<file path="src/rtl/isqrt_pkg.sv">
package isqrt_pkg;

	// Datapath width; bit WIDTH-1 of the argument is its sign.
	localparam int WIDTH = 32;
	localparam int N_W = 32;
	localparam int ROOT_OUT_W = 16;

	// Root digits, and the radicand padded to an even number of bits.
	localparam int HALF = (WIDTH + 1) / 2;
	localparam int PAD_W = 2 * HALF;
	// The partial remainder never exceeds twice the partial root.
	localparam int REM_W = HALF + 1;
	localparam int WORK_W = REM_W + 2;
	localparam int SUM_W = HALF + 1;
	localparam int ROOT_EXT_W = (SUM_W > ROOT_OUT_W) ? SUM_W : ROOT_OUT_W;
	localparam int CNT_W = (HALF > 1) ? $clog2(HALF) : 1;
	localparam logic [CNT_W-1:0] LAST_STEP = CNT_W'(HALF - 1);

	typedef enum logic [2:0] {
		S_IDLE  = 3'b001,
		S_RUN   = 3'b010,
		S_ROUND = 3'b100
	} state_t;

	typedef struct packed {
		logic load;
		logic step;
	} ctrl_t;

endpackage

</file>
<file path="src/rtl/integer_square_root_core.sv">
// Integer square root, one root bit per cycle. An item is taken, then the remainder/root
// unit steps once per root bit (16 for the 32-bit datapath) while the radicand shift
// register feeds it two bits at a time, and a round state applies the round-up and loads
// the output register as soon as that register is free. The next item is taken in the
// cycle that loads the output register, so items run back to back. A negative argument
// skips the root steps and gives root 0 with neg_error set when the round state loads
// the output register. With round_up set, a nonzero final remainder raises the floor by
// one; zero gives zero either way.
module integer_square_root_core
	import isqrt_pkg::*;
(
	input  logic                  clk,
	input  logic                  arst_n,
	input  logic                  in_valid,
	output logic                  in_ready,
	input  logic signed [N_W-1:0] n,
	input  logic                  round_up,
	output logic                  out_valid,
	input  logic                  out_ready,
	output logic [ROOT_OUT_W-1:0] root,
	output logic                  neg_error
);

	state_t                  state_q;
	logic [CNT_W-1:0]        cnt_q;
	logic                    neg_q;
	logic                    up_q;
	logic                    out_valid_q;
	logic [ROOT_OUT_W-1:0]   root_q;
	logic                    neg_error_q;

	logic signed [WIDTH-1:0] arg;
	logic                    arg_neg;
	logic [PAD_W-1:0]        radicand;
	logic                    accept;
	logic                    out_free;
	logic                    finish;
	ctrl_t                   ctrl;
	logic [1:0]              pair;
	logic [HALF-1:0]         step_root;
	logic                    rem_nz;
	logic [SUM_W-1:0]        rounded;
	logic [ROOT_EXT_W-1:0]   rounded_ext;

	assign arg      = WIDTH'(n);
	assign arg_neg  = arg[WIDTH-1];
	assign radicand = PAD_W'(arg[WIDTH-2:0]);

	assign out_free = !out_valid_q || out_ready;
	assign finish   = (state_q == S_ROUND) && out_free;
	assign in_ready = (state_q == S_IDLE) || finish;
	assign accept   = in_valid && in_ready;

	assign ctrl.load = accept;
	assign ctrl.step = (state_q == S_RUN);

	isqrt_shreg u_shreg (
		.clk      (clk),
		.ctrl     (ctrl),
		.radicand (radicand),
		.pair     (pair)
	);

	isqrt_step u_step (
		.clk    (clk),
		.ctrl   (ctrl),
		.pair   (pair),
		.root   (step_root),
		.rem_nz (rem_nz)
	);

	assign rounded     = SUM_W'(step_root) + SUM_W'(up_q && rem_nz);
	assign rounded_ext = ROOT_EXT_W'(rounded);

	always_ff @(posedge clk or negedge arst_n) begin
		if (!arst_n) begin
			state_q <= S_IDLE;
			cnt_q   <= '0;
		end else begin
			unique case (state_q)
				S_IDLE, S_ROUND: begin
					if (accept) begin
						state_q <= arg_neg ? S_ROUND : S_RUN;
						cnt_q   <= '0;
					end else if (finish) begin
						state_q <= S_IDLE;
					end
				end
				S_RUN: begin
					cnt_q <= cnt_q + 1'b1;
					if (cnt_q == LAST_STEP) begin
						state_q <= S_ROUND;
					end
				end
				default: begin
					state_q <= S_IDLE;
				end
			endcase
		end
	end

	always_ff @(posedge clk) begin
		if (accept) begin
			neg_q <= arg_neg;
			up_q  <= round_up;
		end
	end

	always_ff @(posedge clk or negedge arst_n) begin
		if (!arst_n) begin
			out_valid_q <= 1'b0;
		end else if (finish) begin
			out_valid_q <= 1'b1;
		end else if (out_ready) begin
			out_valid_q <= 1'b0;
		end
	end

	// Drop the root on a negative argument.
	always_ff @(posedge clk) begin
		if (finish) begin
			root_q      <= neg_q ? '0 : rounded_ext[ROOT_OUT_W-1:0];
			neg_error_q <= neg_q;
		end
	end

	assign out_valid = out_valid_q;
	assign root      = root_q;
	assign neg_error = neg_error_q;

`ifndef SYNTHESIS
	a_neg_zero_root: assert property (@(posedge clk) disable iff (!arst_n)
		out_valid && neg_error |-> root == '0)
		else $error("negative argument gave a nonzero root");

	a_neg_skips_run: assert property (@(posedge clk) disable iff (!arst_n)
		accept && arg_neg |=> state_q == S_ROUND)
		else $error("negative argument entered the root steps");

	a_run_length: assert property (@(posedge clk) disable iff (!arst_n)
		state_q == S_RUN && cnt_q == LAST_STEP |=> state_q == S_ROUND && !in_ready ||
		state_q == S_ROUND && out_free)
		else $error("root steps did not end after the last digit");

	a_no_accept_busy: assert property (@(posedge clk) disable iff (!arst_n)
		state_q == S_RUN |-> !in_ready)
		else $error("item taken while root steps run");
`endif

endmodule

</file>
<file path="src/rtl/isqrt_shreg.sv">
module isqrt_shreg
	import isqrt_pkg::*;
(
	input  logic             clk,
	input  ctrl_t            ctrl,
	input  logic [PAD_W-1:0] radicand,
	output logic [1:0]       pair
);

	logic [PAD_W-1:0] sh_q;

	// Load the radicand, then feed it out two bits at a time, high pair first.
	always_ff @(posedge clk) begin
		if (ctrl.load) begin
			sh_q <= radicand;
		end else if (ctrl.step) begin
			sh_q <= {sh_q[PAD_W-3:0], 2'b00};
		end
	end

	assign pair = sh_q[PAD_W-1:PAD_W-2];

endmodule

</file>
<file path="src/rtl/isqrt_step.sv">
module isqrt_step
	import isqrt_pkg::*;
(
	input  logic            clk,
	input  ctrl_t           ctrl,
	input  logic [1:0]      pair,
	output logic [HALF-1:0] root,
	output logic            rem_nz
);

	logic [REM_W-1:0]  rem_q;
	logic [HALF-1:0]   root_q;
	logic [WORK_W-1:0] work;
	logic [WORK_W-1:0] trial;
	logic [WORK_W-1:0] diff;
	logic              fits;

	// Bring down the next pair and try (4*root + 1) against it.
	assign work  = {rem_q, pair};
	assign trial = WORK_W'({root_q, 2'b01});
	assign diff  = work - trial;
	assign fits  = work >= trial;

	always_ff @(posedge clk) begin
		if (ctrl.load) begin
			rem_q  <= '0;
			root_q <= '0;
		end else if (ctrl.step) begin
			rem_q  <= fits ? diff[REM_W-1:0] : work[REM_W-1:0];
			root_q <= {root_q[HALF-2:0], fits};
		end
	end

	assign root   = root_q;
	assign rem_nz = |rem_q;

endmodule

</file>
<file path="config.mk">
export PLATFORM = sky130hd
export DESIGN_NAME = integer_square_root_core
export DESIGN_NICKNAME = d
export VERILOG_FILES = /design/src/rtl/isqrt_pkg.sv /design/src/rtl/integer_square_root_core.sv /design/src/rtl/isqrt_shreg.sv /design/src/rtl/isqrt_step.sv
export SDC_FILE = /design/constraint.sdc
export NUM_CORES = 1
export LEC_CHECK = 0
export ABC_AREA = 1
export BUFFER_PORTS_ARGS = -buffer_cell sky130_fd_sc_hd__buf_2
export CORE_ASPECT_RATIO = 0.75
export CORE_MARGIN = 5
export CORE_UTILIZATION = 30
export CTS_CLUSTER_DIAMETER = 80
export DETAILED_ROUTE_END_ITERATION = 7
export PLACE_DENSITY = 0.53
export SYNTH_ARGS = -nofsm -noshare
export SYNTH_HDL_FRONTEND = slang
export SYNTH_SLANG_ARGS = --single-unit
</file>
<file path="constraint.sdc">
create_clock -name clk -period 1.92 [get_ports clk]
set_input_delay 0.096 -clock clk [delete_from_list [all_inputs] [get_ports clk]]
set_output_delay 0.096 -clock clk [all_outputs]
set_load 0.05 [all_outputs]
</file>
* Word-level counts from Yosys, hierarchy flattened
Cells that the tools add are included.
Operators by class: add/subtract/negate cells 3, multiplexer cells 12, $lt $le $gt $ge 1, equal/unequal tests 7, reduce and logical (&&, ||, !) cells 13
Operators by type and width (count):
- 31-bit two-way mux | 2
- 19-bit by 18-bit >= comparator with 1-bit output | 1
- 17-bit two-way mux | 1
- 17-bit OR reduction | 1
- 17-bit subtractor | 1
- 16-bit by 1-bit adder with 16-bit output | 1
- 3-bit two-way mux | 4
- 4-bit case mux with 2 select lines | 1
- 3-bit case mux with 2 select lines | 1
- 2-bit nonzero test | 3
- 4-bit by 1-bit adder with 4-bit output, second input constant | 1
- 4-bit equality test, second input constant | 1
- 4-bit two-way mux | 1
- 2-bit AND reduction | 2
- 3-bit by 1-bit equality test with 1-bit output, second input constant | 1
- 3-bit by 2-bit equality test with 1-bit output, second input constant | 1
- 3-bit equality test, second input constant | 1
- 1-bit logical AND | 3
- 3-bit != test, second input constant | 1
- 1-bit logical OR | 2
- 1-bit two-way mux | 2
- 2-bit by 1-bit != test with 1-bit output, second input constant | 1
- 2-bit != test, second input constant | 1
- 2-bit OR reduction | 1
- 1-bit logical NOT | 1
Word-level totals: input bits 37, output and inout bits 19, bits in registers 92, word-level logic and storage cells 47

* Logic depth before layout (Yosys ltp)
Gate-level depths: netlist (run 1).
word-level depth 7, mapped depth 15, gate-level depth less buffers 15

* Cells and area by module
From an unflattened synthesis (run 1), not the netlist that was laid out.
Second synthesis, totals: cells, all modules 743, area, all modules 5511.5 um^2
Modules (own cells, without submodules):
- isqrt_step | seq. area each 660.6 um^2, cells an instance 433, instances 1, area each 2611.3 um^2
- integer_square_root_core | seq. area each 772.0 um^2, cells an instance 173, instances 1, area each 1491.4 um^2
- isqrt_shreg | seq. area each 960.9 um^2, cells an instance 137, instances 1, area each 1408.9 um^2

* Least setup slack after synthesis (run 1)
No wires, ideal clock.
path type register -> register, start register out_valid_q (netlist: out_valid), end register cnt_q[1], path slack -0.414 ns, data required time 1.855 ns, stages on the path, launching flop included 9, arrival 2.269 ns, buffers on the path 1, period minus slack after synthesis 2.334 ns, library setup time 0.065 ns, cells stage by stage dfrtp_1 inv_1 o21ai_1 nand2_1 nand2_1 nand2_2 inv_2 buf_2 a22o_1
On the way: longest elaborated chain between the ends 7
Ends and longest elaborated chain:
- from (decl) | RTL line integer_square_root_core.sv:28 | logic out_valid_q;
- from (signal assigned) | RTL line integer_square_root_core.sv:111 | out_valid_q <= 1'b0;
- from (signal assigned) | RTL line integer_square_root_core.sv:113 | out_valid_q <= 1'b1;
- from (signal assigned) | RTL line integer_square_root_core.sv:115 | out_valid_q <= 1'b0;
- 1-bit logical NOT | RTL line integer_square_root_core.sv:49 | assign out_free = !out_valid_q || out_ready;
- 1-bit logical OR | RTL line integer_square_root_core.sv:49
- 1-bit logical AND | RTL line integer_square_root_core.sv:50 | assign finish = (state_q == S_ROUND) && out_free;
- 1-bit logical OR | RTL line integer_square_root_core.sv:51 | assign in_ready = (state_q == S_IDLE) || finish;
- via in_ready | RTL line integer_square_root_core.sv:15 | output logic in_ready,
- 1-bit logical AND | RTL line integer_square_root_core.sv:52 | assign accept = in_valid && in_ready;
- 2-bit != test (no source line)
- 2-bit AND reduction (no source line)
- to (signal assigned) | RTL line integer_square_root_core.sv:90 | cnt_q <= cnt_q + 1'b1;
- to (decl) | RTL line integer_square_root_core.sv:25 | logic [CNT_W-1:0] cnt_q;
The timed path passes the listed nets, and every way through them passes these cells. A chain may end at the register's enable or synchronous reset.

* Final worst setup path (run 1)
start register u_step.rem_q[3], end register root_q[13] (netlist: root[13]) (data pin)
On the way: longest elaborated chain between the ends 3
Ends and longest elaborated chain:
- from (decl) | RTL line isqrt_step.sv:11 | logic [REM_W-1:0] rem_q;
- from (signal assigned) | RTL line isqrt_step.sv:29 | rem_q <= fits ? diff[REM_W-1:0] : work[REM_W-1:0];
- 17-bit OR reduction | RTL line isqrt_step.sv:35 | assign rem_nz = |rem_q;
- 1-bit logical AND | RTL line integer_square_root_core.sv:72 | assign rounded = SUM_W'(step_root) + SUM_W'(up_q && rem_nz);
- 16-bit by 1-bit adder with 16-bit output | RTL line integer_square_root_core.sv:72
- to (signal assigned) | RTL line integer_square_root_core.sv:122 | root_q <= neg_q ? '0 : rounded_ext[ROOT_OUT_W-1:0];
- to (decl) | RTL line integer_square_root_core.sv:29 | logic [ROOT_OUT_W-1:0] root_q;
No other way between the ends.

==> impl_summary.txt, run 1 <==
----------------------------------------------------
[Timing]
  Slew of the pin with the lowest slew margin ... 0.3396 ns
  Count of final hold-check violations ... 0
  Setup repair after global routing missed its margin ... yes
  Fmax ... 488.0 MHz
  Relative slew slack ... 0.7719
  Crit path time final ... 2.049 ns
  Fin Hold WS ... 0.01043 ns
  Setup violators final ... 15
  Final Slew Violations ... 0
  Accumulated negative setup slack ... -0.6598 ns
  Final worst-path setup slack ... -0.1291 ns
  Fraction of the cycle the final worst path needs ... 1.067
  Worst Skew ... 0.01101 ns

[Placed design]
  Routability cong. ... 0.8575
  Placed wire-length estimate ... 10960 um
  PortBufs ... 55
  Inst Count DP ... 1066

[Yosys]
  Async set-reset flop share out of synthesis ... 0.08696
  Largest family of logic cells by synthesized area ... simple AND/OR/NAND/NOR gates
  Syn Inst Count ... 686
  Proportion of synthesized chip area in sequential cells ... 0.4493
  Most common library cells after synthesis ... 235 x nand2_1, 93 x inv_1, 50 x edfxtp_1, 45 x nor2_1, 38 x nand3_1
  Flip-flop and latch count after synthesis ... 92
  Syn Nets ... 744
  Top-count cell post-synth ... nand2_1
  Area share of the largest cell type after synthesis ... 0.2830
  Post-Synth Simple-Gate Area ... 0.3274
  Fraction of synthesized area in multiplexers ... 0
  Flip-flop cell with the highest count after synthesis ... edfxtp_1
  Cell area after synthesis ... 5305 um^2
  Distinct cell type count after synthesis ... 38
  Post-Synth Adder-Cell Area ... 0.04953
  Xor-xnor portion of the synthesized cell area ... 0.01486
  Number of warnings reported in the yosys synthesis log ... 0
  Complex-gate fraction of the synthesized area ... 0.06675
  Post-synthesis average cell area ... 7.733 um^2
  Top cell type by total area after synthesis ... edfxtp_1
  Cell types occupying the most area after synthesis ... edfxtp_1 28%, nand2_1 17%, dfxtp_1 13%
  EDFF count, synth ... 50

[Clocking]
  Clock-pin slew on the worst setup and hold paths ... 0.08 ns
  CTS tree ... yes
  Total CTS buffers ... 9
  Clock Tree Buf Depth ... 2
  Clock sinks ... 92
  Buffer type at the clock tree root ... clkbuf_16
  Deepest level of the CTS H-tree ... 3
  Clk_lat worst skew ... 0.35 ns

[Worst setup path]
  Startpoint of the lowest-slack register-to-register path ... u_step.rem_q[3]$_SDFFE_PN0P_
  Launching element type of the critical path ... flip-flop
  Worst EP arrival ... 2.15 ns
  Delay of the slowest cell on the worst path ... 0.34 ns
  Worst EP required ... 2.03 ns
  Termination of the worst setup path ... root[13]$_SDFFCE_PP0P_
  Critical path type ... reg -> reg
  Critical path fanouts, max ... 2
  Cell Chain, Critical Path ... nor4_4, nand4_1, o21a_1, ha_4, nand3_4, nor2_4, nand3_2, nor2_4, nand4_1, inv_1, a21oi_1, nor2_1
  Startpoint of the worst setup timing path ... u_step.rem_q[3]$_SDFFE_PN0P_
  Worst R2R End ... root[13]$_SDFFCE_PP0P_
  Cell with the biggest individual delay on the critical path ... dfxtp_2
  Number of cell instances on the worst register-to-register path ... 12
  Endpoint type of the worst setup path ... flip-flop
  Setup slack, reg-to-reg ... -0.13 ns

[Die]
  Chip Width ... 163.6 um
  Core Footprint ... 17500 um^2
  Floorplan die height ... 125.2 um
  Cell row count ... 42
  Die Outline Area ... 20470 um^2
  Number of placed I/O pins ... 56
  Initial Utilization ... 0.3032

[Pwr]
  Maximum vdd ir drop ... 1.130 mV
  Static Leak ... 3.738 nW
  Sequential share of power ... 0.217
  Total internal power ... 7.623 mW
  Pwr Total ... 14.13 mW
  Combinational power share ... 0.658
  Switching Fraction ... 0.4603
  Total net switching power ... 6.502 mW
  Power share of the clock group ... 0.125
  Ratio of total power to cell area ... 1810 nW/um^2

[Routing]
  Detailed-route via count ... 5060
  Iteration-0 DRC Markers ... 424
  Number of iterations in the first detailed-routing pass ... 5
  Number of remaining DRC errors ... 0
  Routed WL ... 15290 um
  Via/cell ratio ... 4.583
  Post-detailed-route count of antenna-violating nets ... 0
  Routed length per placed instance ... 13.85 um

[Worst hold path]
  Start point of the worst min-delay path ... n[8]
  Path category of the worst min-delay check ... in -> reg

[Finish]
  End-of-flow core utilization ... 0.4459
  Number of standard cells in the final layout excluding fillers ... 1104
  Fill cell total of the finished layout ... 1683
  Ratio of cells with drive above 1 in the final layout ... 0.3875
  # nets final ... 915
  Antenna cell count ... 0
  Area delta synth->final ... 47.10%

[GRT]
  Met3 track demand over resource in global routing ... 0.02533
  Wire length of the first global-routing pass ... 24140 um
  Met1 global-route usage ... 0.2415
  Number of global-route vias before repair ... 4599
  Initial antenna violation count ... 0
  Layer with the highest usage after global routing ... met1
  Largest net degree at the start of global routing ... 51
  Met2 track demand over resource in global routing ... 0.1993
  Total global routing overflow ... 0
  GRT Overall Usage ... 0.1475

[Flow run]
  Max-capacitance violation count ... 0

[Outcome]
  Failing checks ... setup timing
  Outcome ... complete, but fails checks

----------------------------------------------------
-- power groups by stage --
stage               Sequential [mW]  Combinational [mW]  Clock (mW)
finish                         3.07                9.29        1.76
global route                   3.12                10.1        1.87
CTS                            3.06                7.81        1.80
detailed placement             3.07                7.21           0
global placement               3.06                7.19           0
floorplan                      3.21                4.51           0
-- routing by layer --
layer | routed length (um) | vias to the layer above
li1 | - | 2579
met1 | 8130 | 2324
met2 | 6291 | 145
met3 | 748 | 12
met4 | 123 | 0
met5 | 0 | -
-- registers in the layout, summed over array words and instances (netlist names), 3 cells and up --
name and count:
u_step.root 16, u_step.rem_q 17, state_q 3, u_shreg.sh_q 32, cnt_q 4, root 16
-- cell families after synthesis --
| logic type | after synthesis |
|---|---|
| compound gates | 58 |
| xor+xnor | 9 |
| fa+ha+maj | 21 |
| buf+inv | 120 |
| flops | 92 |
| simple gates | 386 |
-- worst max-delay path: cells and delay by family, from the launching register on --
family | cells | cell delay [ns]
fa+ha+maj | 1 | 0.19
simple gates | 8 | 0.86
flops | 1 | 0.34
buf+inv | 1 | 0.06
compound gates | 2 | 0.36
-- cell type report --
type | count | area [um^2] | share of cell area
Sequential cell | 92 | 2396 | 0.3070
Tap cell | 242 | 302.8 | 0.03880
Timing Repair Buffer | 179 | 1326 | 0.1700
Clock inverter | 7 | 66.31 | 0.008498
Clock buffer | 9 | 225.2 | 0.02886
Multi-Input combinational cell | 475 | 3107 | 0.3981
Inverter | 100 | 380.4 | 0.04874
-- what timing repair did --
| action | CTS | global route |
|---|---|---|
| cloned | 1 | 1 |
| setup buffers | 2 | 8 |
| endpoints found under the hold margin | 19 | 0 |
| gates resized for setup | 57 | 97 |
| pin swaps | 16 | 35 |
| endpoints found under the setup margin | 33 | 81 |
| hold buffers | 11 | 0 |
-- cells in the final DEF, fill, tap and decap left out, drive strengths merged, types with 20 or more instances in the layout --
| master | n |
|---|---|
| edfxtp | 50 |
| buf | 167 |
| dfxtp | 34 |
| inv | 102 |
| nand4 | 23 |
| nand3 | 47 |
| nor2 | 51 |
| o21ai | 20 |
| nand2 | 243 |
| ha | 21 |
-- per-stage QoR --
stage	area, um^2	setup WS (ns)
after global routing	7804	-0.2092
after floorplan	5316	0.007012
after CTS	7345	-0.1523
after detailed placement	6598	-0.2889
final	7804	-0.1291
after global placement	6598	-0.2361
-- how the worst min path moves through the flow --
stage | endpoint | slack, ns | cells past startpoint
floorplan | cnt_q[0]$_DFFE_PN0P_ | -0.20 | 0
global placement | cnt_q[1]$_DFFE_PN0P_ | -0.05 | 1
detailed placement | cnt_q[0]$_DFFE_PN0P_ | -0.05 | 1
CTS | u_shreg.sh_q[8]$_DFFE_PP_ | 0.003 | 3
global route | u_shreg.sh_q[17]$_DFFE_PP_ | 0.01 | 3
finish | u_shreg.sh_q[8]$_DFFE_PP_ | 0.01 | 3
Power figures use the tool's default switching activity.
==> inputs of run 2 (changes only) <==
Settings changed: RECOVER_POWER set to 50.
==> impl_summary.txt, run 2 (synthesized netlist as in run 1, its figures left out) <==
----------------------------------------------------
[Outcome]
  Outcome ... complete, but fails checks
  Failing checks ... setup timing

[Worst setup path]
  Depth of the critical timing path with buffers and inverters included ... 12 (unchanged)
  Cell Chain, Critical Path ... nor4_4, nand4_1, o21a_1, ha_4, nand3_4, nor2_4, nand3_2, nor2_4, nand4_1, inv_1, a21oi_1, nor2_1
  Dominant delay contributor by cell family on the critical path ... simple AND/OR/NAND/NOR gates
  Worst EP required ... 2.02 ns (about the same)
  Launching element type of the critical path ... flip-flop
  Cell with the biggest individual delay on the critical path ... dfxtp_2
  Critical path type ... reg -> reg
  Critical path fanouts, max ... 2 (unchanged)
  Delay of the slowest cell on the worst path ... 0.34 ns (about the same)
  CP Buf/Inv Count ... 1 (unchanged)
  Worst EP arrival ... 2.15 ns (about the same)
  Number of cell instances on the worst register-to-register path ... 12 (unchanged)
  Endpoint type of the worst setup path ... flip-flop

[Finish]
  Flip-flop count of the largest register after layout ... 32 (unchanged)
  Antenna cell count ... 0 (unchanged)
  Area delta synth->final ... 46.42%
  Most common cell after layout, fill and taps aside ... nand2_1
  # nets final ... 915 (unchanged)
  Register ranked first by flip-flop count ... u_shreg.sh_q
  Number of standard cells in the final layout excluding fillers ... 1104 (unchanged)
  Fill cell total of the finished layout ... 1692 (+0.53%)
  Commonest cells after routing, fill and taps aside ... 206 x nand2_1, 96 x buf_4, 87 x inv_1
  Ratio of cells with drive above 1 in the final layout ... 0.3619 (-0.02552)
  Largest regs ... u_shreg.sh_q (32), u_step.rem_q (17)

[Timing]
  Fraction of the cycle the final worst path needs ... 1.068 (about the same)
  Count of final hold-check violations ... 0 (unchanged)
  Slew of the pin with the lowest slew margin ... 0.6434 ns (+0.3038 ns)
  Setup repair after global routing missed its margin ... yes
  Relative slew slack ... 0.5729 (-0.1990)
  Setup violators final ... 14 (-1)
  Worst Skew ... 0.01125 ns (+0.0002418 ns)
  Final worst-path setup slack ... -0.1304 ns (-0.001330 ns)
  Crit path time final ... 2.050 ns (+0.001330 ns)
  Final Slew Violations ... 0 (unchanged)
  Fmax ... 487.7 MHz (about the same)

[Die]
  Die Outline Area ... 20470 um^2 (unchanged)
  Chip Width ... 163.6 um (unchanged)
  Initial Utilization ... 0.3032 (unchanged)
  Core Footprint ... 17500 um^2 (unchanged)
  Number of placed I/O pins ... 56 (unchanged)
  Floorplan die height ... 125.2 um (unchanged)
  Cell row count ... 42 (unchanged)

[GRT]
  Total global routing overflow ... 0 (unchanged)
  Initial antenna violation count ... 0 (unchanged)
  Largest net degree at the start of global routing ... 51 (unchanged)
  GRT Overall Usage ... 0.1475 (unchanged)
  Wire length of the first global-routing pass ... 24140 um (unchanged)
  Number of global-route vias before repair ... 4599 (unchanged)

[Pwr]
  Ratio of total power to cell area ... 1814 nW/um^2 (+0.21%)
  Combinational power share ... 0.658 (about the same)
  Power share of the clock group ... 0.125 (about the same)
  Pwr Total ... 14.09 mW (-0.26%)
  Maximum vdd ir drop ... 1.128 mV (-0.22%)
  Sequential share of power ... 0.218 (about the same)
  Total net switching power ... 6.488 mW (-0.22%)
  Switching Fraction ... 0.4605 (about the same)
  Total internal power ... 7.601 mW (-0.29%)
  Static Leak ... 3.678 nW (-1.6%)

[Placed design]
  Routability cong. ... 0.8575 (unchanged)
  PortBufs ... 55 (unchanged)
  Placed wire-length estimate ... 10960 um (unchanged)
  Inst Count DP ... 1066 (unchanged)

[Clocking]
  Clock-pin slew on the worst setup and hold paths ... 0.08 ns (about the same)
  Clk_lat worst skew ... 0.35 ns (about the same)
  Clock Tree Buf Depth ... 2 (unchanged)
  CTS tree ... yes
  Clock sinks ... 92 (unchanged)
  Deepest level of the CTS H-tree ... 3 (unchanged)
  Buffer type at the clock tree root ... clkbuf_16
  Total CTS buffers ... 9 (unchanged)

[Routing]
  Routed WL ... 15300 um (about the same)
  Detailed-route via count ... 5054 (-0.12%)
  Routed length per placed instance ... 13.86 um (about the same)
  Iteration-0 DRC Markers ... 461 (+8.7%)
  Number of remaining DRC errors ... 0 (unchanged)
  Via/cell ratio ... 4.578 (-0.12%)
  Post-detailed-route count of antenna-violating nets ... 0 (unchanged)
  Number of iterations in the first detailed-routing pass ... 6 (+1)

[Worst hold path]
  Path category of the worst min-delay check ... in -> reg
  Number of cells on the worst hold path ... 3 (unchanged)

[Flow run]
  Max-capacitance violation count ... 0 (unchanged)

----------------------------------------------------
[run 2: cell count changes in the layout (fill, tap and decap cells not counted)]
cell,before,now
nor3_2,6,5
clkbuf_4,0,2
o21ai_1,7,6
clkbuf_1,0,20
buf_2,55,36
buf_4,99,96
nor3_1,4,5
o21ai_0,9,11
o21ai_2,4,3
[run 2: stage by stage]
| stage | setup WS (ns) | setup TNS [ns] | util | instance area (um^2) | hold slack, ns |
|---|---|---|---|---|---|
| 2_1_floorplan | 0.007012 | 0 | - | 5316 | -0.1996 |
| 3_3_place_gp | -0.2361 | -3.705 | 0.3770 | 6598 | -0.04949 |
| 3_5_place_dp | -0.2889 | -4.305 | 0.3770 | 6598 | -0.05130 |
| 4_1_cts | -0.1523 | -0.8220 | 0.4197 | 7345 | 0.002659 |
| 5_1_grt | -0.2092 | -11.10 | 0.4439 | 7767 | 0.01004 |
| 6_report | -0.1304 | -0.6478 | 0.4439 | 7767 | 0.01218 |
[run 2: final timing paths]
kind                                              startpoint                       endpoint  slack [ns]
worst max register to register  u_step.rem_q[3]$_SDFFE_PN0P_         root[13]$_SDFFCE_PP0P_       -0.13
worst min register to register    u_shreg.sh_q[29]$_DFFE_PP_  u_shreg.sh_q[31]$_SDFFE_PN0P_        0.46
min in group asynchronous                             arst_n           cnt_q[2]$_DFFE_PN0P_        0.20
worst max-delay path            u_step.rem_q[3]$_SDFFE_PN0P_         root[13]$_SDFFCE_PP0P_       -0.13
max in group asynchronous                             arst_n         state_q[0]$_DFFE_PN1P_        1.39
worst min-delay path                                    n[8]      u_shreg.sh_q[8]$_DFFE_PP_        0.01
[run 2: tightest hold or removal path: cells and delay by family]
family	cells	cell delay [ns]
buffers and inverters	1	0.08
AND/OR/NAND/NOR	2	0.10
[run 2: timing repair]
item / CTS / global route
endpoints found under the hold margin: 19 / 0
resized for setup: 57 / 97
cloned: 1 / 1
setup endpoints to repair: 33 / 81
buffers inserted: 2 / 8
pin swaps: 16 / 35
hold buffers: 11 / 0
[run 2: power groups by stage]
stage / logic (mW) / registers (mW) / clock network [mW]
floorplan: 4.51 / 3.21 / 0
global placement: 7.19 / 3.06 / 0
detailed placement: 7.21 / 3.07 / 0
CTS: 7.81 / 3.06 / 1.80
global route: 10.0 / 3.12 / 1.87
finish: 9.26 / 3.07 / 1.76
[run 2: area by class of cell]
class / instances / area, um^2 / area share
inverters: 100 / 380.4 / 0.04897
multi-input cells: 475 / 3098 / 0.3988
well taps: 242 / 302.8 / 0.03898
flip-flops and latches: 92 / 2396 / 0.3085
repair buffers: 179 / 1299 / 0.1672
clock inverters: 7 / 66.31 / 0.008537
clock buffers: 9 / 225.2 / 0.02899
[run 2: routing by layer]
metal / GRT usage / routed length [um]
met5: 0 / 0
met4: 0.03107 / 131
met3: 0.02533 / 775
met2: 0.1993 / 6257
met1: 0.2415 / 8136
==> inputs of run 3 (changes only) <==
Settings changed: CORE_UTILIZATION 30 to 50, PLACE_DENSITY 0.53 to 0.77.
==> impl_summary.txt, run 3 (synthesized netlist as in run 1, its figures left out) <==
----------------------------------------------------
[Timing]
  Final Slew Violations ... 0 (unchanged)
  Count of final hold-check violations ... 0 (unchanged)
  Worst Skew ... 0.01408 ns (+0.002825 ns)
  Setup repair after global routing missed its margin ... yes
  Slew of the pin with the lowest slew margin ... 0.6431 ns (-0.0003489 ns)
  Setup violators final ... 29 (+15)
  Fraction of the cycle the final worst path needs ... 1.145 (+0.07676)
  Final worst-path setup slack ... -0.2778 ns (-0.1474 ns)
  Accumulated negative setup slack ... -3.536 ns (-2.889 ns)
  Fmax ... 455.0 MHz (-6.7%)
  Fin Hold WS ... 0.01121 ns (-0.0009747 ns)
  Relative slew slack ... 0.5731 (about the same)
  Crit path time final ... 2.198 ns (+0.1474 ns)

[Finish]
  Multi-input combinational cell area ... 3302 um^2 (+6.6%)
  Fill cell total of the finished layout ... 600 (-65%)
  Post-layout instance area ... 7896 um^2 (+1.7%)
  Ratio of cells with drive above 1 in the final layout ... 0.4183 (+0.05636)
  Sequential cell area in the final layout ... 2417 um^2 (+0.89%)
  # nets final ... 916 (+0.11%)
  End-of-flow core utilization ... 0.7644 (+0.3205)
  Largest regs ... u_shreg.sh_q (32), u_step.rem_q (17)
  Area delta synth->final ... 48.84%
  Most common cell after layout, fill and taps aside ... nand2_1
  Register ranked first by flip-flop count ... u_shreg.sh_q
  Antenna cell count ... 0 (unchanged)
  Number of standard cells in the final layout excluding fillers ... 999 (-9.5%)
  Flip-flop count of the largest register after layout ... 32 (unchanged)
  Commonest cells after routing, fill and taps aside ... 187 x nand2_1, 92 x buf_4, 81 x inv_1

[Die]
  Core Footprint ... 10330 um^2 (-41%)
  Floorplan die height ... 99.21 um (-21%)
  Cell row count ... 32 (-24%)
  Die Outline Area ... 12790 um^2 (-38%)
  Chip Width ... 128.9 um (-21%)
  Initial Utilization ... 0.5136 (+0.2104)
  Number of placed I/O pins ... 56 (unchanged)

[Placed design]
  Inst Count DP ... 957 (-10%)
  Routability cong. ... 0.9525 (+11%)
  Minimum setup slack after placement ... -0.2078 ns (+0.08114 ns)
  Placed wire-length estimate ... 10700 um (-2.4%)
  Placed cell area ... 6442 um^2 (-2.4%)
  PortBufs ... 55 (unchanged)

[Pwr]
  Static Leak ... 3.747 nW (+1.9%)
  Pwr Total ... 15.63 mW (+11%)
  Maximum vdd ir drop ... 1.257 mV (+12%)
  Ratio of total power to cell area ... 1980 nW/um^2 (+9.1%)

[Worst setup path]
  Cell Chain, Critical Path ... nor4_2, nand4_1, o21a_1, ha_4, nand3_4, nor2_4, nand3_4, nor2_4, nand4_1, inv_1, nor3_1
  Delay of the slowest cell on the worst path ... 0.34 ns (about the same)
  Launching element type of the critical path ... flip-flop
  Cell with the biggest individual delay on the critical path ... dfxtp_2
  Endpoint type of the worst setup path ... flip-flop
  Critical path type ... reg -> reg
  Worst EP required ... 2.08 ns (+0.06 ns)
  Critical path fanouts, max ... 2 (unchanged)
  Number of cell instances on the worst register-to-register path ... 11 (-1)
  Worst EP arrival ... 2.36 ns (+0.21 ns)

[GRT]
  Wire length of the first global-routing pass ... 25840 um (+7.0%)
  GRT Overall Usage ... 0.2534 (+0.1059)
  Largest net degree at the start of global routing ... 51 (unchanged)
  Number of global-route vias before repair ... 5324 (+16%)
  Initial antenna violation count ... 0 (unchanged)
  Total global routing overflow ... 0 (unchanged)

[Clocking]
  Deepest level of the CTS H-tree ... 3 (unchanged)
  Total CTS buffers ... 9 (unchanged)
  CTS tree ... yes
  Clock-pin slew on the worst setup and hold paths ... 0.08 ns (about the same)
  Buffer type at the clock tree root ... clkbuf_16
  Clock sinks ... 92 (unchanged)
  Clk_lat worst skew ... 0.36 ns (about the same)
  Clock Tree Buf Depth ... 2 (unchanged)

[Routing]
  Via/cell ratio ... 5.996 (+31%)
  Number of remaining DRC errors ... 4 (+4)
  Routed length per placed instance ... 20.33 um (+47%)
  Number of iterations in the first detailed-routing pass ... 8 (+2)
  Post-detailed-route count of antenna-violating nets ... 0 (unchanged)
  Detailed-route via count ... 5990 (+19%)
  Routed WL ... 20310 um (+33%)
  Iteration-0 DRC Markers ... 871 (+89%)

[Outcome]
  Failing checks ... DRC, setup timing
  Outcome ... complete, but fails checks

[Worst hold path]
  Number of cells on the worst hold path ... 3 (unchanged)
  Path category of the worst min-delay check ... in -> reg

[Flow run]
  Max-capacitance violation count ... 0 (unchanged)

----------------------------------------------------
[run 3: what timing repair did]
item	in CTS	in global routing
endpoints found under the setup margin	32	80
resized for setup	84	149
hold buffers	4	0
pin swaps	14	46
endpoints found under the hold margin	12	0
buffers inserted	10	13
cloned	2	1
[run 3: layer usage]
layer / routed length (um) / track usage / share of wire
met1: 7362 / 0.3416 / 0.36
met2: 9114 / 0.3885 / 0.45
met3: 2555 / 0.06817 / 0.13
met4: 1279 / 0.1001 / 0.063
met5: 0 / 0 / 0
[run 3: final cells by class]
type                    instances  share of cell area
flip-flops and latches         92              0.3061
clock buffers                  11             0.03074
inverters                     100             0.04785
multi-input cells             475              0.4182
well taps                     136             0.02155
repair buffers                180              0.1710
clock inverters                 5            0.004595
[run 3: final timing paths]
| check | start | endpoint | slack, ns |
|---|---|---|---|
| worst max-delay path | u_step.rem_q[0]$_SDFFE_PN0P_ | root[11]$_SDFFCE_PP0P_ | -0.28 |
| worst min register to register | u_shreg.sh_q[29]$_DFFE_PP_ | u_shreg.sh_q[31]$_SDFFE_PN0P_ | 0.51 |
| min in group asynchronous | arst_n | cnt_q[3]$_DFFE_PN0P_ | 0.21 |
| worst min-delay path | n[17] | u_shreg.sh_q[17]$_DFFE_PP_ | 0.01 |
| max in group asynchronous | arst_n | state_q[0]$_DFFE_PN1P_ | 1.39 |
| worst max register to register | u_step.rem_q[0]$_SDFFE_PN0P_ | root[11]$_SDFFCE_PP0P_ | -0.28 |
[run 3: critical path: cells and delay by family, from the launching register on]
kind	cells	cell delay, ns
adders and majority gates	1	0.19
buffers and inverters	1	0.10
and+or+nand+nor	8	1.15
AOI/OAI and AO/OA	1	0.24
DFF	1	0.34
[run 3: report_power, final]
part / total (mW) / internal, mW / switching, mW / leakage (nW)
Combinational: 10.7 / 4.29 / 6.44 / 2.75
Clock: 1.72 / 0.922 / 0.797 / 0.135
Sequential: 3.19 / 2.86 / 0.322 / 0.862
Total: 15.6 / 8.07 / 7.56 / 3.75
